<file path="src/hw/rtl/tvm_pkg.sv">
// shared constants and the arctangent table for the thrust vector mixer
// no dependencies
package tvm_pkg;

  // sqrt3 with 16 fraction bits
  localparam int SQRT3_Q16 = 113512;
  // inverse cordic gain, also folds in the divide by three
  localparam logic [29:0] GAIN_FIX = 30'd869377165;
  // split point of the magnitude for the gain multiply
  localparam int LO_BITS = 26;
  // fraction bits of the angle accumulator
  localparam int ANG_FRAC = 20;
  // angle accumulator width
  localparam int ZW = 23;
  // arctangent table length
  localparam int TABLE_LEN = 24;

  typedef logic signed [ZW-1:0] angle_t;

  // round(atan(2^-i)/pi * 2^20)
  function automatic angle_t atan_entry(input int unsigned i);
    angle_t r;
    case (i)
      0:       r = 23'sd262144;
      1:       r = 23'sd154753;
      2:       r = 23'sd81767;
      3:       r = 23'sd41506;
      4:       r = 23'sd20834;
      5:       r = 23'sd10427;
      6:       r = 23'sd5215;
      7:       r = 23'sd2608;
      8:       r = 23'sd1304;
      9:       r = 23'sd652;
      10:      r = 23'sd326;
      11:      r = 23'sd163;
      12:      r = 23'sd81;
      13:      r = 23'sd41;
      14:      r = 23'sd20;
      15:      r = 23'sd10;
      16:      r = 23'sd5;
      17:      r = 23'sd3;
      18:      r = 23'sd1;
      19:      r = 23'sd1;
      default: r = 23'sd0;
    endcase
    return r;
  endfunction

endpackage

</file>
<file path="src/hw/rtl/tvm_mixer.sv">
// mixing matrix stage: three vertical and three tilt parts, scaled by three
// depends on tvm_pkg
module tvm_mixer #(
  parameter int DW = 16,
  parameter int MW = DW + 18
) (
  input  logic                 clk,
  input  logic                 en,
  input  logic signed [DW-1:0] force_x,
  input  logic signed [DW-1:0] force_y,
  input  logic signed [DW-1:0] force_z,
  input  logic signed [DW-1:0] torque_x,
  input  logic signed [DW-1:0] torque_y,
  input  logic signed [DW-1:0] torque_z,
  output logic signed [MW-1:0] vert [3],
  output logic signed [MW-1:0] tilt [3]
);
  import tvm_pkg::*;

  localparam logic signed [MW-1:0] K3 = MW'(SQRT3_Q16);

  logic signed [MW-1:0] fx, fy, fz, cx, cy, cz;
  logic signed [MW-1:0] px, pc, vs, ts;

  // widen inputs
  assign fx = MW'(force_x);
  assign fy = MW'(force_y);
  assign fz = MW'(force_z);
  assign cx = MW'(torque_x);
  assign cy = MW'(torque_y);
  assign cz = MW'(torque_z);

  // sqrt3 products and shared sums
  assign px = fx * K3;
  assign pc = cx * K3;
  assign vs = (fz - cy) <<< 16;
  assign ts = (cz - fy) <<< 16;

  // matrix rows
  always_ff @(posedge clk) begin
    if (en) begin
      vert[0] <= (fz + (cy <<< 1)) <<< 16;
      vert[1] <= vs - pc;
      vert[2] <= vs + pc;
      tilt[0] <= ((fy <<< 1) + cz) <<< 16;
      tilt[1] <= ts - px;
      tilt[2] <= ts + px;
    end
  end

endmodule

</file>
<file path="config.mk">
export PLATFORM = sky130hd
export DESIGN_NAME = tvm_mixer
export DESIGN_NICKNAME = d
export VERILOG_FILES = /design/src/hw/rtl/tvm_pkg.sv /design/src/hw/rtl/tvm_mixer.sv
export SDC_FILE = /design/constraint.sdc
export NUM_CORES = 1
export LEC_CHECK = 0
export ABC_AREA = 1
export BUFFER_PORTS_ARGS = -buffer_cell sky130_fd_sc_hd__buf_4
export CORE_ASPECT_RATIO = 0.75
export CORE_MARGIN = 3
export CORE_UTILIZATION = 66
export DETAILED_ROUTE_END_ITERATION = 6
export PLACE_DENSITY = 0.85
export SLEW_MARGIN = 10
export SYNTH_ARGS = -nofsm -noshare
export SYNTH_HDL_FRONTEND = slang
export SYNTH_SLANG_ARGS = --single-unit
</file>
<file path="constraint.sdc">
create_clock -name clk -period 14.3 [get_ports clk]
set_clock_uncertainty 0.1 [all_clocks]
set_input_delay 2.145 -clock clk [delete_from_list [all_inputs] [get_ports clk]]
set_output_delay 2.145 -clock clk [all_outputs]
set_load 0.01 [all_outputs]
</file>
==> impl_metrics.toml, run 1 <==
[worst_setup_path]
crit_family = "adder cells"
worst_setup_path_start_kind = "input pin"
endpoint_kind = "register"
max_stage_delay_ns = 0.62
path_common_cell = "fa_1"
crit_path_max_fanout = 6
crit_buf_inv = 6
crit_required_ns = 14.42
cp.arrival_ns = 9.36
critPathKind = "input pin to register"
path_depth = 26
cp_slowest_cell = "xnor2_1"

[routing]
route.vias.total = 21900
via_per_inst = 5.64
route.detailed.drc = 2
drtAntennaViolNets = 0
wl_um = 73800
drt_iter0_markers = 2265
wl_per_cell_um = 19.0
first_pass_iters = 7

[floorplanning]
core-area_mm2 = 0.0374
die_height_um = 175
fp.dieArea_mm2 = 0.0406
die-width_um = 232
rows = 61
io_pins = 302
start_util_pct = 67.4

[place]
dp.cells = 3847
port_buffers = 257
place.gp.congestion = 1.02
dpl.hpwl_um = 63500

[logic_synthesis]
synth.most_common_cell = "inv_1"
synth.area.top_cells = "fa_1, edfxtp_1, ha_1, inv_1, nand2_1"
ys_warn_count = 0
synth_top_area_share_pct = 19.4
synth_ff_type = "edfxtp_1"
synth_seq_cells = 158
async_flop_share_pct = 0
yosysUniqueCellTypes = 49
synth_common_cells = "inv_1, nand2_1, ha_1"
netlist_instances = 3117
syn_area_mm2 = 0.0252
synth-edff-count = 158
yosys.area.top_type = "fa_1"
avgSynthCellArea_um2 = 8.09
yosysSeqAreaShare_pct = 18.8

[global_route]
grt_usage_pct = 36.4
overflow = 0
grt_start_max_net_pins = 101
antenna_found_initial = 1
grt_pass1_wl_um = 116000
grt_pass1_vias = 21800

[cells_and_area]
syn_to_final_growth_pct = 11.1
instances_no_fill = 3880
nets = 4046
drive_above_1_share_pct = 11.0

[sta]
timing.final.hold_violations = 0
period_minus_slack_ns = 9.23
finalCritPeriodShare_pct = 64.6
fmaxAchievable_mhz = 108
drv_slew = 0
rsz0062_at_grt = "no"
tns_ns = 0
setup_viol = 0
worst_pin_slew_ns = 0.978
maxSlewHeadroom_pct = 34.8

[clocking]
clk_pin_slew_ns = 0.07
ctsHoldBuffers = 0
ctsResizeCount = 0
cts_buffer_depth = 2
post_cts_buffers = 0
ctsHtreeMaxLevel = 4
tritoncts = "built"
cts_buffers = 17
root_buffer = "clkbuf_16"
cts_sinks = 158

[run]
cap_violations = 0

[status]
outcome = "finished, violations left"
violations = "DRC"

[hold_path]
hold_path.class = "input pin to register"
hold_path_depth = 1
[per-layer routing]
layer	vias to the layer above	GRT usage [%]	share of wire, %
met5	-	0	0
li1	10200	-	-
met4	0	9.18	2.6
met2	1171	57.2	44
met1	10400	52.9	44
met3	125	6.00	9.7
[flip-flops by register name (all words and copies together), names as in the netlist]
name and cells:
vert 79, tilt 79
[area by class of cell]
class,count,area [um^2]
Clock inverter,15,146
Clock buffer,17,425
Sequential cell,158,4740
Inverter,795,2980
Timing Repair Buffer,258,1940
Multi-Input combinational cell,2132,17100
Tap cell,504,631
Antenna cell,1,2.50
Fill cell,2804,9390
[through the flow]
stage	hold slack (ns)	utilization, %	worst slack (ns)	area [um^2]
2_1_floorplan	2.14	-	6.15	25400
3_3_place_gp	2.23	73.4	4.94	27400
3_5_place_dp	2.23	73.4	4.85	27400
4_1_cts	1.79	74.9	5.31	28000
5_1_grt	1.79	74.9	4.92	28000
6_report	1.80	74.9	5.07	28000
[worst paths after layout]
kind | to | slack [ns] | start
worst max-delay path | tilt[26] | 5.07 | force_x[8]
worst min-delay path | tilt[84] | 1.80 | torque_z[0]
[cells in the final DEF (no fill, tap or decap), types with 3 or more instances in the layout]
master / synthesis / final
xnor2_1: 41 / 41
o2111ai_1: 3 / 3
o21ai_2: 4 / 4
clkinv_1: 0 / 5
o21ai_1: 10 / 10
nor2_4: 4 / 4
nor4_1: 12 / 12
nand2_2: 32 / 32
conb_1: 1 / 44
a211oi_1: 5 / 5
nand3_1: 147 / 147
inv_2: 6 / 6
clkinvlp_4: 0 / 4
buf_4: 47 / 257
edfxtp_1: 158 / 158
nor3_1: 44 / 44
a21o_1: 18 / 18
o21bai_1: 24 / 24
ha_1: 342 / 342
nand2_1: 498 / 498
fa_1: 244 / 244
a21boi_0: 8 / 8
a21oi_2: 6 / 6
a21oi_1: 165 / 165
o21a_1: 5 / 5
inv_1: 789 / 789
nor2_1: 179 / 179
o21ai_0: 79 / 79
nor2_2: 13 / 13
clkbuf_16: 0 / 17
nand3_2: 12 / 12
a31oi_1: 23 / 23
nand4_1: 18 / 18
xor2_1: 132 / 132
[cells by family (layout without fill, tap and decap cells)]
family	count (synthesis)	after routing	synth area share [%]
AOI/OAI and AO/OA	362	362	8.27
xor gates and xnor gates	174	174	6.08
adders and majority gates	586	586	36.4
buffers and inverters	870	1085	13.8
DFF	158	158	18.8
other	1	45	0.0149
and+or+nand+nor	966	966	16.6
Power of run 1 is not shown: default switching activity piles up to over one toggle a cycle in this logic, so the estimate is an artifact.
==> run 2: changes to the inputs <==
- CORE_UTILIZATION: 66 -> 56
- PLACE_DENSITY: 0.85 -> 0.76
- clock period: 14.3 -> 8.2 ns (I/O delays scaled with it)
==> impl_metrics.toml, run 2 (synthesis results as in run 1) <==
[routing]
wl_met3_um = 5980
via_per_inst = 5.27
first_pass_iters = 7
route.met2.wl_um = 29900
met1_length_um = 34500
route.detailed.drc = 0
wl_per_cell_um = 17.9
wl_um = 71800
top_layer_used = "met5"
route.vias.total = 21100
drtAntennaViolNets = 0
drt_iter0_markers = 1630

[worst_setup_path]
cp.arrival_ns = 7.96
crit_required_ns = 8.30
endpoint_kind = "register"
critPathKind = "input pin to register"
crit_path_max_fanout = 6
cp-startpoint = "force_x[8]"
max_stage_delay_ns = 0.57
cp_slowest_cell = "fa_1"
worst_setup_path_start_kind = "input pin"

[global_route]
grt_pass1_vias = 20800
grt_start_max_net_pins = 81
overflow = 0
grt_pass1_wl_um = 112000
grt_usage_pct = 30.1
antenna_found_initial = 1

[floorplanning]
fp.dieArea_mm2 = 0.0476
start_util_pct = 57.4
die_height_um = 190
die-width_um = 251
io_pins = 302
core-area_mm2 = 0.0439
rows = 66

[sta]
finalCritPeriodShare_pct = 95.8
rsz0062_at_grt = "no"
fmaxAchievable_mhz = 127
worst_pin_slew_ns = 1.00
maxSlewHeadroom_pct = 33.1
drv_slew = 0
period_minus_slack_ns = 7.85
timing.hold.ws_ns = 0.882
timing.final.hold_violations = 0
setup_viol = 0
finalWorstSetupSlack_ns = 0.345

[clocking]
cts_sinks = 158
root_buffer = "clkbuf_16"
clk_pin_slew_ns = 0.07
ctsHoldBuffers = 0
cts_buffer_depth = 2
tritoncts = "built"
post_cts_buffers = 0
ctsHtreeMaxLevel = 4
cts_buffers = 17

[hold_path]
hold_path.startpoint = "torque_z[0]"
hold_path.class = "input pin to register"

[cells_and_area]
instances_no_fill = 4001
nets = 4093
reg_top3 = "tilt (79), vert (79)"
syn_to_final_growth_pct = 13.1
drive_above_1_share_pct = 12.6
final_cell_mix = "inv_1, nand2_1, ha_1, buf_4, fa_1"
final_common_cell = "inv_1"
final_util_pct = 64.9

[place]
port_buffers = 257
place.gp.congestion = 0.994
dpl.hpwl_um = 62700
detailedPlace.worstSlack_ns = -0.247
dp.cells = 3968

[status]
outcome = "finished clean"

[run]
cap_violations = 0
-- run 2: path summary, 6_finish.rpt --
path                       end  slack, ns  cells past startpoint
worst min-delay path  tilt[84]       0.88                      1
worst max-delay path  tilt[61]       0.35                     27
-- run 2: cell type report --
type	count	area (um^2)
clock inverters	14	150
diodes	1	2.50
multi-input cells	2132	17200
well taps	578	723
inverters	795	2980
clock buffers	18	429
flip-flops and latches	158	4740
fillers	3873	15400
repair buffers	305	2290
-- run 2: what timing repair did --
| item | 4_1_cts | 5_1_grt |
|---|---|---|
| endpoints found under the hold margin | 0 | 0 |
| endpoints found under the setup margin | 0 | 5 |
| resized for setup | 0 | 9 |
-- run 2: through the flow --
| stage | instance area [um^2] | TNS (ns) |
|---|---|---|
| CTS | 28500 | 0 |
| floorplan | 25400 | 0 |
| global placement | 27900 | -0.631 |
| global route | 28500 | 0 |
| finish | 28500 | 0 |
| detailed placement | 27900 | -0.536 |
-- run 2: routing by layer --
metal / vias to the layer above / GRT usage, %
li1: 10200 / -
met1: 9907 / 45.6
met2: 860 / 45.3
met3: 68 / 5.22
met4: 2 / 6.78
met5: - / 0
-- run 2: critical path: cells and delay by family --
kind                     cells  cell delay (ns)
adder cells (fa/ha/maj)      8             3.67
AO/OA/AOI/OAI                2             0.35
AND/OR/NAND/NOR              9             1.68
buffers and inverters        7             0.60
XOR/XNOR                     1             0.43
Power of run 2 is left out for the same reason.
