**src/hw/rtl/tvm_pkg.sv**
```systemverilog
// shared constants and the arctangent table for the thrust vector mixer
// no dependencies
package tvm_pkg;

  // sqrt3 with 16 fraction bits
  localparam int SQRT3_Q16 = 113512;
  // inverse cordic gain, also folds in the divide by three
  localparam logic [29:0] GAIN_FIX = 30'd869377165;
  // split point of the magnitude for the gain multiply
  localparam int LO_BITS = 26;
  // fraction bits of the angle accumulator
  localparam int ANG_FRAC = 20;
  // angle accumulator width
  localparam int ZW = 23;
  // arctangent table length
  localparam int TABLE_LEN = 24;

  typedef logic signed [ZW-1:0] angle_t;

  // round(atan(2^-i)/pi * 2^20)
  function automatic angle_t atan_entry(input int unsigned i);
    angle_t r;
    case (i)
      0:       r = 23'sd262144;
      1:       r = 23'sd154753;
      2:       r = 23'sd81767;
      3:       r = 23'sd41506;
      4:       r = 23'sd20834;
      5:       r = 23'sd10427;
      6:       r = 23'sd5215;
      7:       r = 23'sd2608;
      8:       r = 23'sd1304;
      9:       r = 23'sd652;
      10:      r = 23'sd326;
      11:      r = 23'sd163;
      12:      r = 23'sd81;
      13:      r = 23'sd41;
      14:      r = 23'sd20;
      15:      r = 23'sd10;
      16:      r = 23'sd5;
      17:      r = 23'sd3;
      18:      r = 23'sd1;
      19:      r = 23'sd1;
      default: r = 23'sd0;
    endcase
    return r;
  endfunction

endpackage

```
**src/hw/rtl/tvm_post.sv**
```systemverilog
// gain correction, angle rounding and saturation, two register stages
// depends on tvm_pkg
module tvm_post #(
  parameter int DW = 16,
  parameter int W  = DW + 20
) (
  input  logic                 clk,
  input  logic                 en,
  input  logic signed [W-1:0]  x_in,
  input  tvm_pkg::angle_t      z_in,
  input  logic                 zero_in,
  output logic [DW-1:0]        thrust,
  output logic signed [DW-1:0] tilt
);
  import tvm_pkg::*;

  localparam int HW = W - LO_BITS;
  localparam int PW = HW + 31;
  localparam int RW = ZW + DW;
  localparam int FB = DW - 1;
  localparam logic signed [RW-1:0] ONE  = 1;
  localparam logic signed [RW-1:0] TMAX = (ONE <<< (DW - 1)) - ONE;
  localparam logic signed [RW-1:0] TMIN = -(ONE <<< (DW - 1));

  logic [HW-1:0]          hi;
  logic [LO_BITS-1:0]     lo;
  logic [PW-1:0]          ph;
  logic [LO_BITS+29:0]    pl;
  logic signed [RW-1:0]   zr, rnd;
  logic signed [RW-1:0]   r;
  logic                   zero;
  logic [PW-1:0]          tsum;
  logic [PW-23:0]         tq;

  assign hi = x_in[W-1:LO_BITS];
  assign lo = x_in[LO_BITS-1:0];
  assign zr = RW'(z_in);

  // angle scaling to the output fraction bits
  if (FB <= ANG_FRAC) begin : g_down
    if (FB < ANG_FRAC) begin : g_round
      assign rnd = (zr + (ONE <<< (ANG_FRAC - FB - 1))) >>> (ANG_FRAC - FB);
    end else begin : g_same
      assign rnd = zr;
    end
  end else begin : g_up
    assign rnd = zr <<< (FB - ANG_FRAC);
  end

  // gain multiplies
  always_ff @(posedge clk) begin
    if (en) begin
      ph   <= PW'(hi) * PW'(GAIN_FIX);
      pl   <= (LO_BITS + 30)'(lo) * (LO_BITS + 30)'(GAIN_FIX);
      r    <= rnd;
      zero <= zero_in;
    end
  end

  // rounding and saturation
  assign tsum = ph + PW'(1 << 21) + PW'(pl >> LO_BITS);
  assign tq   = tsum[PW-1:22];

  always_ff @(posedge clk) begin
    if (en) begin
      if (zero) begin
        thrust <= '0;
        tilt   <= '0;
      end else begin
        thrust <= (tq[PW-23:DW] != '0) ? '1 : tq[DW-1:0];
        if (r > TMAX) tilt <= TMAX[DW-1:0];
        else if (r < TMIN) tilt <= TMIN[DW-1:0];
        else tilt <= r[DW-1:0];
      end
    end
  end

endmodule

```
**config.mk**
```make
export PLATFORM = sky130hd
export DESIGN_NAME = tvm_post
export DESIGN_NICKNAME = d
export VERILOG_FILES = /design/src/hw/rtl/tvm_pkg.sv /design/src/hw/rtl/tvm_post.sv
export SDC_FILE = /design/constraint.sdc
export NUM_CORES = 1
export LEC_CHECK = 0
export ABC_AREA = 1
export BUFFER_PORTS_ARGS = -buffer_cell sky130_fd_sc_hd__clkbuf_2
export CORE_MARGIN = 10
export CORE_UTILIZATION = 54
export DETAILED_ROUTE_END_ITERATION = 8
export MAX_ROUTING_LAYER = met4
export PLACE_DENSITY_LB_ADDON = 0.3
export SETUP_SLACK_MARGIN = 0.15
export SLEW_MARGIN = 5
export SYNTH_ARGS = -nofsm -noshare
export SYNTH_HDL_FRONTEND = slang
export SYNTH_SLANG_ARGS = --single-unit
```
**constraint.sdc**
```tcl
create_clock -name clk -period 9.5 [get_ports clk]
set_input_delay 0.95 -clock clk [delete_from_list [all_inputs] [get_ports clk]]
set_output_delay 0.95 -clock clk [all_outputs]
set_load 0.02 [all_outputs]
```
==> flow_summary.html <==
<table>
<tr><th>Metric</th><th>Value</th></tr>
<tr><th colspan="2">Cells and area</th></tr>
<tr><td>Most frequent standard cell in the layout excluding fill and tap cells</td><td>inv_1</td></tr>
<tr><td>Syn-to-layout area delta</td><td>7.16%</td></tr>
<tr><td>Antenna diode count</td><td>0</td></tr>
<tr><td>Proportion of layout cells with a drive suffix above 1</td><td>6.33%</td></tr>
<tr><td>Net count of the finished layout</td><td>3,916</td></tr>
<tr><td>Final standard cell area without fillers</td><td>26,900 sq um</td></tr>
<tr><td>Top library cells by usage in the layout, fill and taps aside</td><td>inv_1, nand2_1, ha_1</td></tr>
<tr><th colspan="2">Die</th></tr>
<tr><td>Die X</td><td>236 um</td></tr>
<tr><td>Starting density of the core</td><td>55.0%</td></tr>
<tr><td>Die Y-Extent</td><td>236 um</td></tr>
<tr><td>Die area</td><td>55,500 sq um</td></tr>
<tr><td>CORE AREA</td><td>45,700 sq um</td></tr>
<tr><td>Number of rows in the core area</td><td>78</td></tr>
<tr><td>Ports</td><td>94</td></tr>
<tr><th colspan="2">Routing</th></tr>
<tr><td>Routed vias/inst</td><td>5.36</td></tr>
<tr><td>Wire length per cell</td><td>18.0 um</td></tr>
<tr><td>Total wirelength of the detailed-routed design</td><td>66,600 um</td></tr>
<tr><td>1st-pass router iterations</td><td>6</td></tr>
<tr><td>Number of vias after detailed routing</td><td>19,800</td></tr>
<tr><td>Violation count after the first detailed-route iteration</td><td>1,421</td></tr>
<tr><td>Antenna Nets Post-Route</td><td>0</td></tr>
<tr><td>DR DRC count</td><td>0</td></tr>
<tr><th colspan="2">Critical path</th></tr>
<tr><td>Register-to-register path setup slack</td><td>6.55 ns</td></tr>
<tr><td>Crit Path Max Fanout</td><td>8</td></tr>
<tr><td>Worst r2r path cells</td><td>14</td></tr>
<tr><td>Setup crit end kind</td><td>register</td></tr>
<tr><td>Worst Path Required</td><td>9.64 ns</td></tr>
<tr><td>Critical path launch point type</td><td>input pin</td></tr>
<tr><td>Beginning of the worst register-to-register path</td><td>ph[25]</td></tr>
<tr><td>Reg-to-reg critical path endpoint</td><td>thrust[2]</td></tr>
<tr><td>WS Path Type</td><td>in2reg</td></tr>
<tr><td>Arrival time at the worst endpoint</td><td>6.94 ns</td></tr>
<tr><th colspan="2">STA</th></tr>
<tr><td>TNS Setup</td><td>0 ns</td></tr>
<tr><td>Worst hold slack</td><td>0.557 ns</td></tr>
<tr><td>Setup clock skew after layout</td><td>0.00820 ns</td></tr>
<tr><td>Minimum clock period</td><td>6.80 ns</td></tr>
<tr><td>Max Clk Rate</td><td>147 MHz</td></tr>
<tr><td>Transition time at the pin with the least slew margin</td><td>0.916 ns</td></tr>
<tr><td>Relative max-transition margin</td><td>38.9%</td></tr>
<tr><td>Max Slew Vio Count</td><td>0</td></tr>
<tr><td>Final worst-path cycle share</td><td>71.6%</td></tr>
<tr><td>Final setup violation count</td><td>0</td></tr>
<tr><td>Total count of hold-check failures in the final report</td><td>0</td></tr>
<tr><td>RSZ-0062 raised after global routing</td><td>no</td></tr>
<tr><th colspan="2">GRT</th></tr>
<tr><td>GR met1 Demand/Resource</td><td>28.9%</td></tr>
<tr><td>Aggregate global routing overflow</td><td>0</td></tr>
<tr><td>Number of global-route vias before repair</td><td>21,000</td></tr>
<tr><td>Global-route track usage on met3</td><td>2.38%</td></tr>
<tr><td>Busiest layer in global routing</td><td>met2</td></tr>
<tr><td>Pin count of the biggest net entering global routing</td><td>75</td></tr>
<tr><td>First-pass GRT wire length</td><td>107,000 um</td></tr>
<tr><td>Number of antenna violations at the first check in global routing</td><td>0</td></tr>
<tr><td>GRT Total Usage</td><td>24.7%</td></tr>
<tr><td>Met2 track demand over resource</td><td>42.4%</td></tr>
<tr><th colspan="2">CTS</th></tr>
<tr><td>Root Buffer Master</td><td>clkbuf_16</td></tr>
<tr><td>Clock slew seen by the registers of the worst setup and hold paths</td><td>0.06 ns</td></tr>
<tr><td>CTS tree</td><td>built</td></tr>
<tr><td>Number of H-tree branching levels</td><td>4</td></tr>
<tr><td>Count of clock tree sinks</td><td>122</td></tr>
<tr><td>Post-CTS Setup Bufs</td><td>0</td></tr>
<tr><td>Number of buffers created by CTS</td><td>17</td></tr>
<tr><td>Hold buffer count at CTS</td><td>0</td></tr>
<tr><td>Maximum buffer depth of the clock tree</td><td>2</td></tr>
<tr><td>Post_cts resized</td><td>0</td></tr>
<tr><td>Clock insertion delay at the later pin of the skew report</td><td>0.41 ns</td></tr>
<tr><th colspan="2">Hold path</th></tr>
<tr><td>Worst Hold End</td><td>tilt[10]</td></tr>
<tr><td>Origin of the worst min-delay path</td><td>r[10]</td></tr>
<tr><td>Min-delay worst type</td><td>reg2reg</td></tr>
<tr><td>Number of cells on the worst hold path</td><td>2</td></tr>
<tr><th colspan="2">Placed design</th></tr>
<tr><td>Post-placement cell area</td><td>26,300 sq um</td></tr>
<tr><td>Count of buffers from port buffering</td><td>89</td></tr>
<tr><td>Hpwl dp</td><td>59,100 um</td></tr>
<tr><td>RD Place Congestion</td><td>1.05</td></tr>
<tr><th colspan="2">Logic synthesis</th></tr>
<tr><td>Cell type with the highest aggregate area in the netlist</td><td>fa_1</td></tr>
<tr><td>Register bit total from synthesis</td><td>122</td></tr>
<tr><td>Post-synth top area share</td><td>25.6%</td></tr>
<tr><td>Mean post-synth cell area</td><td>8.43 sq um</td></tr>
<tr><td>Synth Instances</td><td>2,978</td></tr>
<tr><td>Distinct cells, synth</td><td>48</td></tr>
<tr><td>Netlist area before placement</td><td>25,100 sq um</td></tr>
<tr><td>Net count after synthesis</td><td>3,811</td></tr>
<tr><td>Sequential area share after synthesis</td><td>14.6%</td></tr>
<tr><td>Leading cell types by total area after synthesis</td><td>fa_1, ha_1, edfxtp_1</td></tr>
<tr><td>Total of warnings raised by yosys</td><td>0</td></tr>
<tr><th colspan="2">Job</th></tr>
<tr><td>Number of max-cap violations</td><td>0</td></tr>
<tr><th colspan="2">Status</th></tr>
<tr><td>Outcome</td><td>finished clean</td></tr>
</table>
-- metal layers --
layer  routed length (um)  vias up
li1                     -     9503
met1                27300     9497
met2                32900      632
met3                 2940      188
met4                 3430        0
met5                    0        -
-- synth_stat cells (all sizes together) --
master and n:
a21o 18, clkinv 2, nor2 260, edfxtp 122, nand4 24, and2 4, or2 6, nand3b 5
buf 3, a21oi 123, nand3 106, clkbuf 2, o2111ai 2, nor3 26, a31oi 12, a221oi 2
xnor2 27, fa 321, o31ai 1, ha 450, xor2 57, nand2 481, o21bai 19, o21a 3
inv 793, a21boi 10, nor4 8, o21ai 79, and3 5, o211ai 4, a211oi 3
-- cells by family after synthesis --
logic type / after synthesis / synth area share [%]
simple gates: 925 / 16.0
buf+inv: 800 / 12.1
xor+xnor: 84 / 2.93
fa+ha+maj: 771 / 48.0
compound gates: 276 / 6.32
flops: 122 / 14.6
-- through the flow --
stage               instances  utilization (%)  setup slack [ns]
floorplan                2978                -              3.25
global placement         3664             57.5              2.36
detailed placement       3664             57.5              2.34
CTS                      3696             58.9              2.76
global route             3696             58.9              2.32
finish                   3696             58.9              2.70
-- how the worst max path moves through the flow --
stage,start,to,slack (ns)
2_1_floorplan,x_in[14],pl[48],3.25
3_3_place_gp,x_in[24],pl[46],2.36
3_5_place_dp,x_in[24],pl[46],2.34
4_1_cts,x_in[24],pl[46],2.76
5_1_grt,x_in[24],pl[45],2.32
6_report,x_in[24],pl[46],2.70
-- state kept, by name, summed over array words and instances, names as in the netlist --
signal,count
r,19
pl,30
tilt,16
thrust,16
ph,40
zero,1
-- critical path, cell delays in order --
cell and delay [ns]:
clkbuf_2 0.22, inv_1 0.07, ha_1 0.34, xnor2_1 0.33, ha_1 0.30, inv_1 0.11, fa_1 0.49, fa_1 0.55
inv_1 0.06, fa_1 0.51, fa_1 0.55, inv_1 0.06, fa_1 0.56, inv_1 0.05, ha_1 0.37, a21oi_1 0.20
o21ai_0 0.14, a21oi_1 0.24, o21ai_0 0.13, a21oi_1 0.29, o21ai_0 0.22, xor2_1 0.19
-- cell type report --
| cell class | count | area [sq um] |
|---|---|---|
| fillers | 4126 | 18800 |
| multi-input cells | 2056 | 18400 |
| flip-flops and latches | 122 | 3660 |
| inverters | 795 | 2980 |
| well taps | 600 | 751 |
| repair buffers | 91 | 463 |
| clock buffers | 17 | 425 |
| clock inverters | 15 | 201 |
Power is left out: the tool's default activity adds up to more than one toggle a clock period on the data nets, which glitch-free logic cannot reach.
